### src/design/bwhp_pkg.sv
// Shared types and constants for the Butterworth high-pass biquad.
// Used by bwhp_ctrl, bwhp_dp and butterworth_highpass_biquad; no dependencies.
package bwhp_pkg;

    localparam int CFG_IDX_BITS = 2;
    typedef logic [CFG_IDX_BITS-1:0] cfg_idx_t;

    // register map
    localparam cfg_idx_t REG_GAIN   = cfg_idx_t'(0);
    localparam cfg_idx_t REG_FB_ONE = cfg_idx_t'(1);
    localparam cfg_idx_t REG_FB_TWO = cfg_idx_t'(2);

    typedef enum logic [2:0] {
        ST_IDLE,
        ST_MUL1,
        ST_MUL2,
        ST_SUMW,
        ST_DIFF,
        ST_MUL3,
        ST_OUT
    } state_t;

    // which coefficient / operand pair feeds the multiplier
    typedef enum logic [1:0] {
        MUL_FB1,
        MUL_FB2,
        MUL_OUT
    } mul_sel_t;

    typedef struct packed {
        logic     load_x;
        logic     mul_en;
        mul_sel_t mul_sel;
        logic     acc_t;
        logic     acc_w;
        logic     acc_d;
        logic     load_out;
    } dp_cmd_t;

    typedef struct packed {
        logic out_free;
    } dp_stat_t;

endpackage

### src/design/bwhp_ctrl.sv
// Sequencer of the high-pass biquad: steps the datapath through one sample.
// Depends on bwhp_pkg.
module bwhp_ctrl (
    input  logic               aclk,
    input  logic               aresetn,
    input  logic               s_valid,
    output logic               s_ready,
    input  bwhp_pkg::dp_stat_t stat,
    output bwhp_pkg::dp_cmd_t  cmd,
    output bwhp_pkg::state_t   state
);

    bwhp_pkg::state_t state_reg, state_next;

    always_ff @(posedge aclk) begin
        if (!aresetn) begin
            state_reg <= bwhp_pkg::ST_IDLE;
        end else begin
            state_reg <= state_next;
        end
    end

    always_comb begin
        state_next  = state_reg;
        cmd         = '0;
        cmd.mul_sel = bwhp_pkg::MUL_FB1;
        s_ready     = 1'b0;
        unique case (state_reg)
            bwhp_pkg::ST_IDLE: begin
                s_ready = 1'b1;
                if (s_valid) begin
                    cmd.load_x = 1'b1;
                    state_next = bwhp_pkg::ST_MUL1;
                end
            end
            bwhp_pkg::ST_MUL1: begin
                cmd.mul_en  = 1'b1;
                cmd.mul_sel = bwhp_pkg::MUL_FB1;
                state_next  = bwhp_pkg::ST_MUL2;
            end
            bwhp_pkg::ST_MUL2: begin
                cmd.acc_t   = 1'b1;
                cmd.mul_en  = 1'b1;
                cmd.mul_sel = bwhp_pkg::MUL_FB2;
                state_next  = bwhp_pkg::ST_SUMW;
            end
            bwhp_pkg::ST_SUMW: begin
                cmd.acc_w  = 1'b1;
                state_next = bwhp_pkg::ST_DIFF;
            end
            bwhp_pkg::ST_DIFF: begin
                cmd.acc_d  = 1'b1;
                state_next = bwhp_pkg::ST_MUL3;
            end
            bwhp_pkg::ST_MUL3: begin
                cmd.mul_en  = 1'b1;
                cmd.mul_sel = bwhp_pkg::MUL_OUT;
                state_next  = bwhp_pkg::ST_OUT;
            end
            bwhp_pkg::ST_OUT: begin
                cmd.mul_sel = bwhp_pkg::MUL_OUT;
                if (stat.out_free) begin
                    cmd.load_out = 1'b1;
                    s_ready      = 1'b1;
                    if (s_valid) begin
                        cmd.load_x = 1'b1;
                        state_next = bwhp_pkg::ST_MUL1;
                    end else begin
                        state_next = bwhp_pkg::ST_IDLE;
                    end
                end
            end
            default: begin
                state_next = bwhp_pkg::ST_IDLE;
            end
        endcase
    end

    assign state = state_reg;

endmodule
### config.mk
export PLATFORM = sky130hd
export DESIGN_NAME = bwhp_ctrl
export DESIGN_NICKNAME = d
export VERILOG_FILES = /design/src/design/bwhp_pkg.sv /design/src/design/bwhp_ctrl.sv
export SDC_FILE = /design/constraint.sdc
export NUM_CORES = 1
export LEC_CHECK = 0
export ABC_AREA = 1
export BUFFER_PORTS_ARGS = -buffer_cell sky130_fd_sc_hd__buf_2
export CAP_MARGIN = 0
export CORE_AREA = 2 2 39 41
export DETAILED_ROUTE_END_ITERATION = 12
export DIE_AREA = 0 0 41 43
export PLACE_DENSITY_LB_ADDON = 0.3
export SLEW_MARGIN = 5
export SYNTH_ARGS = -nofsm -noshare
export SYNTH_HDL_FRONTEND = slang
export SYNTH_SLANG_ARGS = --single-unit
### constraint.sdc
create_clock -name aclk -period 2.02 [get_ports aclk]
set_input_delay 0.303 -clock aclk [delete_from_list [all_inputs] [get_ports aclk]]
set_output_delay 0.303 -clock aclk [all_outputs]
set_load 0.05 [all_outputs]
# Word level (Yosys, flattened, before mapping)
# Cells that the tools add are included.
# classes
multipliers	0
mux	15
shift	0
bitwise_logic	0
n_lt_le_gt_ge	0
n_eq_ne	8
n_addsub	0
div_mod_pow	0
n_reduce_logical	4
# op_table
cell	count
$pmux W3 S7	1
$eq A3 B3 Y1 const B	3
$mux W1	9
$eq A3 B2 Y1 const B	2
$mux W3	2
$ne A2 B2 Y1 const B	2
$pmux W1 S2	2
$pmux W2 S2	1
$eq A3 B1 Y1 const B	1
$logic_not A3 Y1	1
$reduce_or A3 Y1	1
$reduce_and A2 Y1	1
$reduce_or A2 Y1	1
# word_totals
romBits	0
ff_bits	3
latchBits	0
elab_cells	28
ramBits	0
memories	0

# Depth between registers and ports, before layout
# Gate-level depths: netlist of the first run.
# depth
word_depth	3
ltp_mapped	6
ltp_nobuf	6

# Least setup slack after synthesis of the first run
# Ideal clock, no wire load.
# synth_timing
path_kind	reg-to-output
startpoint	register state_reg[1], in the netlist state[1]
endpoint	output port cmd[7] (netlist name)
t_required_ns	1.717
slack_ns	0.201
arrival_ns	1.516
path_stages_with_launch	5
cell_sequence	dfxtp_1 > nand3_2 > inv_1 > nand2_1 > a21boi_2
# synth_lines
item	line_no	source
from (decl)	bwhp_ctrl.sv:13	bwhp_pkg::state_t state_reg, state_next;
from (signal assigned)	bwhp_ctrl.sv:17	state_reg <= bwhp_pkg::ST_IDLE;
from (signal assigned)	bwhp_ctrl.sv:19	state_reg <= state_next;
to (decl)	bwhp_ctrl.sv:9	output bwhp_pkg::dp_cmd_t cmd,

==> run summary, run 1 <==
WL per Instance = 7.08 um
Final Cycle Share = 80.4%
I/O pins = 16
Routed Antenna Nets = 0
# Post-CTS Setup Buffers = 0
TritonCTS clock tree = yes
1st-iter DRT viols = 4
Reg-to-reg endpoint = state[2]
DR vias = 266
Port Buffer Count = 15
RSZ-0062 raised after global routing = false
Die X = 41 um
Nets = 60
WHS Endpoint = state[1]
Leak = 0.229 nW
Mean post-synth cell area = 5.82 um2
Worst slew pin tran = 0.254 ns
Synth area leaders = dfxtp_1 28%, inv_1 16%, nand3_1 14%
Vias in the first global route = 235
Maximum clock insertion buffer count = 2
Setup TNS = 0 ns
Clk root buf = clkbuf_4
Max reg flops = 3
Remaining global-route overflow = 0
First-pass GRT wire length = 828 um
Psw = 0.160 mW
CP peak stage delay = 0.35 ns
Area growth from synthesis to layout = 52.9%
Synth top cells by count = 9 x inv_1, 7 x nor2_1, 6 x nand2_1, 6 x nand3_1, 3 x dfxtp_1
Clock Sinks = 3
Hold path depth = 3
Vias/cell = 3.75
First drt pass iteration count = 4
Area of the mapped netlist = 215 um2
Initial antenna violation count = 0
Slowest cell on the critical path = dfxtp_1
Footprint of the multi-input gates = 110 um2
Max Clock Freq = 616 MHz
WP data required = 1.72 ns
Internal = 0.173 mW
Crit-path max FO = 6
Clk pin slew, worst setup/hold paths = 0.04 ns
Most numerous cell in the Yosys netlist = inv_1
Crit Reg-Reg Startpoint = state[1]
Final Skew = 0.00248 ns
Fill cells = 175
All-layer global routing usage = 7.33%
Hold Vio Cnt, Final = 0
Critical Path Source Type = flip-flop
Synthesized flop and latch total = 3
Resized cells post-CTS = 0
EDFF count, synth = 0
Combinational fraction of design power = 46.7%
Count of different cell masters after synthesis = 11
Clock period minus worst slack = 1.62 ns
Min-Delay Path Class = input port to flip-flop
Clock power share = 30.8%
Max capacitance violation total = 0
Outcome = complete, no violations
Row cnt = 14
Hold Path Origin = aresetn
Initial core utilization = 15.6%
Height of the die = 43 um
Mapped Cells = 37
Asr flop ratio synth = 0%
Post-CTS Hold Buffers = 0
Synth area leader = dfxtp_1
Largest net degree at the start of global routing = 7
Peak VDD IR = 0.242 mV
Antenna fix cells = 0
Die area = 1760 um2
Crit path DAT = 1.32 ns
Internal reg-to-reg setup slack = 1.10 ns
H-Tree Depth = 1
Max-slew headroom = 83.2%
CP Cell Sequence = inv_2, nand3_2, inv_1, nand2_1, a21boi_2, buf_2
Share of total power in sequential cells = 22.4%
Depth of the worst register-to-register path = 5
DP HPWL = 447 um
Layout cell share with drive strength beyond 1 = 38.2%
CP Capture Type = primary output
Share of the synthesized area in the top cell type = 27.9%
Core area = 1380 um2
Syn nets = 41
Main synth FF type = dfxtp_1
Drt total wl = 503 um
Final setup vio count = 0
Synth warn = 0
Clock Latency Late Sink = 0.23 ns
Sw frac = 48.1%
Routability Congestion = 0.640
CTS buffer count = 3
Slew Viols, Final = 0
Drc violations = 0
Worst Setup Path Type = flip-flop to primary output
Register area = 60.1 um2
PwrDens = 1010 nW/um2
Final core occ = 23.8%
Sequential share of the synthesized area = 27.9%
layer usage:
metal	track usage, %	part of all wire (%)	vias up
li1	-	-	148
met1	7.07	41	112
met2	10.3	52	6
met3	4.71	6.6	0
met4	6.00	0	0
met5	0	0	-
cell type report:
class	count	area share [%]
multi-input cells	23	33.5
repair buffers	15	22.8
flip-flops and latches	3	18.3
inverters	10	11.4
clock buffers	4	7.98
well taps	16	6.08
through the flow:
stage                     power, mW  cells  hold WS (ns)  setup slack, ns  cell area [um2]
after global placement        0.233     67         0.564            0.618              303
after floorplan               0.203     37         0.451            0.201              215
after CTS                     0.342     71         0.321            0.378              329
after detailed placement      0.233     67         0.566            0.633              303
final                         0.333     71         0.326            0.395              329
after global routing          0.354     71         0.350            0.262              329
critical path, delay by kind of cell (launching register included):
family	cells	cell delay (ns)
flops	1	0.35
buf+inv	3	0.44
compound gates	1	0.12
simple gates	2	0.18
worst max-delay path by stage:
stage          endpoint  cells after the start      from  slack (ns)
2_1_floorplan    cmd[7]                      4  state[1]        0.20
3_3_place_gp     cmd[7]                      6  state[0]        0.62
3_5_place_dp     cmd[7]                      6  state[0]        0.63
4_1_cts          cmd[7]                      6  state[0]        0.38
5_1_grt          cmd[7]                      6  state[0]        0.26
6_report         cmd[7]                      6  state[0]        0.40
power groups by stage:
stage	clock network (mW)	registers, mW	logic (mW)
after detailed placement	0	0.0756	0.157
after global placement	0	0.0758	0.158
after global routing	0.111	0.0758	0.167
after floorplan	0	0.0967	0.106
after CTS	0.109	0.0747	0.158
final	0.103	0.0748	0.156
logic make-up (layout without fill, tap and decap cells):
kind of cell    count (synthesis)  count (layout)  share of synthesized area [%]
compound gates                  3               3                           9.88
buf+inv                        11              29                           20.9
flops                           3               3                           27.9
simple gates                   20              20                           41.3
cell usage in the layout (no fill, tap or decap):
| master | n |
|---|---|
| a21boi_2 | 1 |
| o21ai_1 | 1 |
| nand3_2 | 1 |
| nand3_1 | 6 |
| dfxtp_1 | 3 |
| clkbuf_1 | 1 |
| inv_2 | 1 |
| buf_2 | 15 |
| clkbuf_4 | 3 |
| nand2_1 | 6 |
| inv_1 | 9 |
| nor2_1 | 7 |
| o21ai_0 | 1 |
Note: power is estimated with default switching activity, not from simulation.
==> inputs of run 2 (changes only) <==
==> constraint.sdc (replaced) <==
create_clock -name aclk -period 1.6 [get_ports aclk]
set_input_delay 0.24 -clock aclk [delete_from_list [all_inputs] [get_ports aclk]]
set_output_delay 0.24 -clock aclk [all_outputs]
set_load 0.05 [all_outputs]
==> run summary, run 2 (synthesis results as in run 1) <==
Worst slew pin tran = 0.260 ns (was 0.254 ns)
Slowest cell on the critical path = dfxtp_2 (was dfxtp_1)
DP HPWL = 509 um (was 447 um)
Delay-heaviest family, CP = buffers and inverters (unchanged)
Clock Sinks = 3 (unchanged)
CTS buffer count = 3 (unchanged)
Largest net degree at the start of global routing = 7 (unchanged)
Maximum clock insertion buffer count = 2 (unchanged)
Final Cycle Share = 93.8%
Crit Reg-Reg Startpoint = state[1] (unchanged)
Critical Path Source Type = flip-flop (unchanged)
# Post-CTS Setup Buffers = 0 (unchanged)
Layout cell share with drive strength beyond 1 = 43.6% (was 38.2%)
Initial antenna violation count = 0 (unchanged)
Post-CTS Hold Buffers = 0 (unchanged)
Outcome = complete, no violations (unchanged)
WP data required = 1.36 ns (was 1.72 ns)
Hold Vio Cnt, Final = 0 (unchanged)
Initial core utilization = 15.6% (unchanged)
Max reg flops = 3 (unchanged)
Core area = 1380 um2 (unchanged)
Most frequent cells in the layout = 14 x buf_2, 9 x inv_1, 7 x nor2_1 (was 15 x buf_2, 9 x inv_1, 7 x nor2_1)
Remaining global-route overflow = 0 (unchanged)
Setup ws final = 0.0998 ns (was 0.395 ns)
DR vias = 268 (was 266)
Die area = 1760 um2 (unchanged)
Crit path DAT = 1.26 ns (was 1.32 ns)
Vias/cell = 3.77 (was 3.75)
Max-slew headroom = 82.8% (was 83.2%)
Height of the die = 43 um (unchanged)
Register area = 63.8 um2 (was 60.1 um2)
Clock Latency Late Sink = 0.23 ns (about the same)
H-Tree Depth = 1 (unchanged)
Routability Congestion = 0.686 (was 0.640)
Clock period minus worst slack = 1.50 ns
Min-Delay Path Class = input port to flip-flop (unchanged)
Final setup vio count = 0 (unchanged)
Drt total wl = 569 um (was 503 um)
Drc violations = 0 (unchanged)
Die X = 41 um (unchanged)
Commonest non-fill, non-tap cell in the layout = buf_2 (unchanged)
Routed Antenna Nets = 0 (unchanged)
Max capacitance violation total = 0 (unchanged)
Vias in the first global route = 235 (unchanged)
PwrDens = 1260 nW/um2 (was 1010 nW/um2)
Fill cells = 161 (was 175)
WL per Instance = 8.01 um (was 7.08 um)
Clk pin slew, worst setup/hold paths = 0.04 ns (about the same)
Port Buffer Count = 15 (unchanged)
TritonCTS clock tree = yes (unchanged)
Worst setup path startpoint = state[0] (unchanged)
Peak VDD IR = 0.266 mV (was 0.242 mV)
First-pass GRT wire length = 910 um (was 828 um)
Pre-CTS setup slack = 0.282 ns (was 0.633 ns)
RSZ-0062 raised after global routing = false (unchanged)
Area growth from synthesis to layout = 59.3% (was 52.9%)
Worst Setup Path Type = flip-flop to primary output (unchanged)
First drt pass iteration count = 2 (was 4)
I/O pins = 16 (unchanged)
Hold Path Origin = aresetn (unchanged)
Antenna fix cells = 0 (unchanged)
Slew Viols, Final = 0 (unchanged)
Clk root buf = clkbuf_4 (unchanged)
Footprint of the multi-input gates = 118 um2 (was 110 um2)
WP buf/inv = 3 (unchanged)
CP Capture Type = primary output (unchanged)
CP Cell Sequence = inv_2, nand3_2, inv_1, nand2_1, a21boi_4, buf_4 (was inv_2, nand3_2, inv_1, nand2_1, a21boi_2, buf_2)
1st-iter DRT viols = 1 (was 4)
Setup TNS = 0 ns (unchanged)
Crit-path max FO = 6 (unchanged)
Max Clock Freq = 667 MHz
Final Skew = 0.00365 ns (was 0.00248 ns)
All-layer global routing usage = 8.02% (was 7.33%)
CP peak stage delay = 0.34 ns (was 0.35 ns)
Leak = 0.236 nW (was 0.229 nW)
Nets = 60 (unchanged)
Row cnt = 14 (unchanged)
-- run 2: cell counts in the layout (fill, tap and decap cells not counted) --
No cell type changed its count.
-- run 2: worst paths after layout --
path                            endpoint  depth (start not counted)  slack (ns)
worst min-delay path            state[1]                          3        0.26
worst max-delay path              cmd[7]                          6         0.1
worst max register to register  state[0]                          4        0.64
worst min register to register  state[0]                          3        0.57
-- run 2: metal layers --
metal,routed length [um],vias up,track usage [%]
met5,0,-,0
met4,0,0,4.00
met3,45,0,4.71
met2,316,7,14.1
met1,208,114,6.39
li1,-,147,-
-- run 2: worst min-delay path, stage by stage --
cell,delay [ns]
buf_2,0.07
inv_1,0.05
nor2_1,0.09
-- run 2: area by class of cell --
cell class / count / share of cell area [%]
flip-flops and latches: 3 / 18.6
well taps: 16 / 5.84
multi-input cells: 23 / 34.3
repair buffers: 15 / 22.6
inverters: 10 / 10.9
clock buffers: 4 / 7.66
-- run 2: power by group --
group	internal [mW]	switching [mW]	total (mW)	leakage [nW]
sequential	0.0852	0.0111	0.0963	0.0258
combinational	0.0469	0.160	0.207	0.195
clock	0.0933	0.0368	0.130	0.0150
total	0.225	0.208	0.433	0.236
-- run 2: what timing repair did --
| action | CTS | global route |
|---|---|---|
| endpoints found under the setup margin | 0 | 1 |
| endpoints found under the hold margin | 0 | 0 |
| resized for setup | 0 | 2 |
-- run 2: metrics by stage --
step	utilization [%]	instances	hold WS [ns]	total power, mW	area, um2
6_report	24.8	71	0.262	0.433	343
5_1_grt	24.8	71	0.285	0.464	343
4_1_cts	24.6	71	0.260	0.442	340
3_5_place_dp	22.7	67	0.510	0.304	314
3_3_place_gp	22.7	67	0.499	0.304	314
2_1_floorplan	-	37	0.387	0.263	226
==> inputs of run 3 (changes only) <==
==> constraint.sdc (replaced) <==
create_clock -name aclk -period 1.6 [get_ports aclk]
set_input_delay 0.24 -clock aclk [delete_from_list [all_inputs] [get_ports aclk]]
set_output_delay 0.24 -clock aclk [all_outputs]
set_load 0.01 [all_outputs]
==> run summary, run 3 (synthesis results as in run 1) <==
Outcome = complete, no violations (unchanged)
Clk root buf = clkbuf_4 (unchanged)
Slowest cell on the critical path = dfxtp_1 (was dfxtp_2)
Internal reg-to-reg setup slack = 0.65 ns (was 0.64 ns)
CTS buffer count = 3 (unchanged)
CP Cell Sequence = inv_2, nand3_2, inv_1, nand2_1, a21boi_2, buf_2 (was inv_2, nand3_2, inv_1, nand2_1, a21boi_4, buf_4)
Min-Delay Path Class = input port to flip-flop (unchanged)
Worst slew pin tran = 0.199 ns (was 0.260 ns)
Initial core utilization = 15.6% (unchanged)
1st-iter DRT viols = 2 (was 1)
Row cnt = 14 (unchanged)
Share of total power in sequential cells = 29.0% (was 22.2%)
Drt total wl = 540 um (was 569 um)
Post-CTS Hold Buffers = 0 (unchanged)
Clock Latency Late Sink = 0.23 ns (about the same)
Vias/cell = 3.73 (was 3.77)
Max-slew headroom = 86.7% (was 82.8%)
Commonest non-fill, non-tap cell in the layout = buf_2 (unchanged)
Slew Viols, Final = 0 (unchanged)
Worst Setup Path Type = flip-flop to primary output (unchanged)
Final Skew = 0.00116 ns (was 0.00365 ns)
Initial antenna violation count = 0 (unchanged)
RSZ-0062 raised after global routing = false (unchanged)
First-pass GRT wire length = 828 um (was 910 um)
Internal = 0.218 mW (was 0.225 mW)
Nets = 60 (unchanged)
All-layer global routing usage = 7.53% (was 8.02%)
CP Capture Type = primary output (unchanged)
Max reg flops = 3 (unchanged)
Clock Sinks = 3 (unchanged)
Clock power share = 40.4% (was 30.0%)
Die X = 41 um (unchanged)
Final setup vio count = 0 (unchanged)
Height of the die = 43 um (unchanged)
WP data required = 1.36 ns (about the same)
Fill cells = 172 (was 161)
Depth of the worst register-to-register path = 4 (unchanged)
# Post-CTS Setup Buffers = 0 (unchanged)
Footprint of the multi-input gates = 110 um2 (was 118 um2)
Drc violations = 0 (unchanged)
H-Tree Depth = 1 (unchanged)
Max capacitance violation total = 0 (unchanged)
PwrDens = 994 nW/um2 (was 1260 nW/um2)
Register area = 60.1 um2 (was 63.8 um2)
Sw frac = 33.3% (was 48.0%)
Hold Path Origin = aresetn (unchanged)
Resized cells post-CTS = 0 (unchanged)
Crit-path max FO = 6 (unchanged)
Area growth from synthesis to layout = 52.9% (was 59.3%)
Largest net degree at the start of global routing = 7 (unchanged)
Hold path depth = 3 (unchanged)
Clk pin slew, worst setup/hold paths = 0.04 ns (about the same)
I/O pins = 16 (unchanged)
Maximum clock insertion buffer count = 2 (unchanged)
Port Buffer Count = 15 (unchanged)
Critical Path Source Type = flip-flop (unchanged)
Vias in the first global route = 264 (was 235)
Max Clock Freq = 699 MHz (was 667 MHz)
Layout cell share with drive strength beyond 1 = 38.2% (was 43.6%)
CP peak stage delay = 0.35 ns (was 0.34 ns)
WHS Endpoint = state[2] (was state[1])
Most frequent cells in the layout = 15 x buf_2, 9 x inv_1, 7 x nor2_1 (was 14 x buf_2, 9 x inv_1, 7 x nor2_1)
Crit Reg-Reg Startpoint = state[1] (unchanged)
Core area = 1380 um2 (unchanged)
First drt pass iteration count = 3 (was 2)
Routed Antenna Nets = 0 (unchanged)
DR vias = 265 (was 268)
Routability Congestion = 0.662 (was 0.686)
Reg-to-reg endpoint = state[0] (unchanged)
Die area = 1760 um2 (unchanged)
Hold Vio Cnt, Final = 0 (unchanged)
WP buf/inv = 3 (unchanged)
Psw = 0.109 mW (was 0.208 mW)
Leak = 0.229 nW (was 0.236 nW)
Setup TNS = 0 ns (unchanged)
Clock period minus worst slack = 1.43 ns (was 1.50 ns)
WL per Instance = 7.61 um (was 8.01 um)
Combinational fraction of design power = 30.6% (was 47.8%)
DP HPWL = 448 um (was 509 um)
Hold slack = 0.256 ns (was 0.262 ns)
Delay-heaviest family, CP = flip-flops (was buffers and inverters)
TritonCTS clock tree = yes (unchanged)
Crit path DAT = 1.19 ns (was 1.26 ns)
Final Cycle Share = 89.4% (was 93.8%)
Antenna fix cells = 0 (unchanged)
Peak VDD IR = 0.173 mV (was 0.266 mV)
Remaining global-route overflow = 0 (unchanged)
[run 3: cell counts in the layout (fill, tap and decap cells not counted)]
Identical to the previous run, type by type.
[run 3: power by group through the flow]
stage | Clock [mW] | Combinational [mW] | Sequential, mW
final | 0.132 | 0.100 | 0.0948
after detailed placement | 0 | 0.101 | 0.0958
after global placement | 0 | 0.102 | 0.0960
after global routing | 0.140 | 0.113 | 0.0963
after CTS | 0.139 | 0.102 | 0.0947
after floorplan | 0 | 0.0609 | 0.0983
[run 3: worst max path at each step]
stage | from | cells after the start | slack [ns] | to
2_1_floorplan | state[1] | 4 | 0.50 | cmd[7]
3_3_place_gp | state[0] | 6 | 0.40 | cmd[7]
3_5_place_dp | state[0] | 6 | 0.41 | cmd[7]
4_1_cts | state[0] | 6 | 0.16 | cmd[7]
5_1_grt | state[0] | 6 | 0.04 | cmd[7]
6_report | state[0] | 6 | 0.17 | cmd[7]
[run 3: cell type report]
cell class,count,share of cell area [%]
clock buffers,4,7.98
inverters,10,11.4
multi-input cells,23,33.5
flip-flops and latches,3,18.3
well taps,16,6.08
repair buffers,15,22.8
[run 3: tightest hold or removal path, stage by stage]
cell and delay, ns:
buf_2 0.07, inv_1 0.05, nor2_1 0.09
[run 3: metal layers]
layer / track usage [%] / vias up / share of wire (%)
met3: 3.14 / 0 / 7.8
met5: 0 / - / 0
li1: - / 147 / -
met4: 8.00 / 0 / 0
met2: 11.9 / 6 / 56
met1: 6.11 / 112 / 36
[run 3: stage by stage]
stage	setup WS, ns	total power, mW	cell area [um2]	utilization (%)	std cells
after floorplan	0.497	0.159	215	-	37
after global placement	0.404	0.198	303	21.9	67
after detailed placement	0.414	0.197	303	21.9	67
after CTS	0.158	0.336	329	23.8	71
after global routing	0.0364	0.349	329	23.8	71
final	0.169	0.327	329	23.8	71
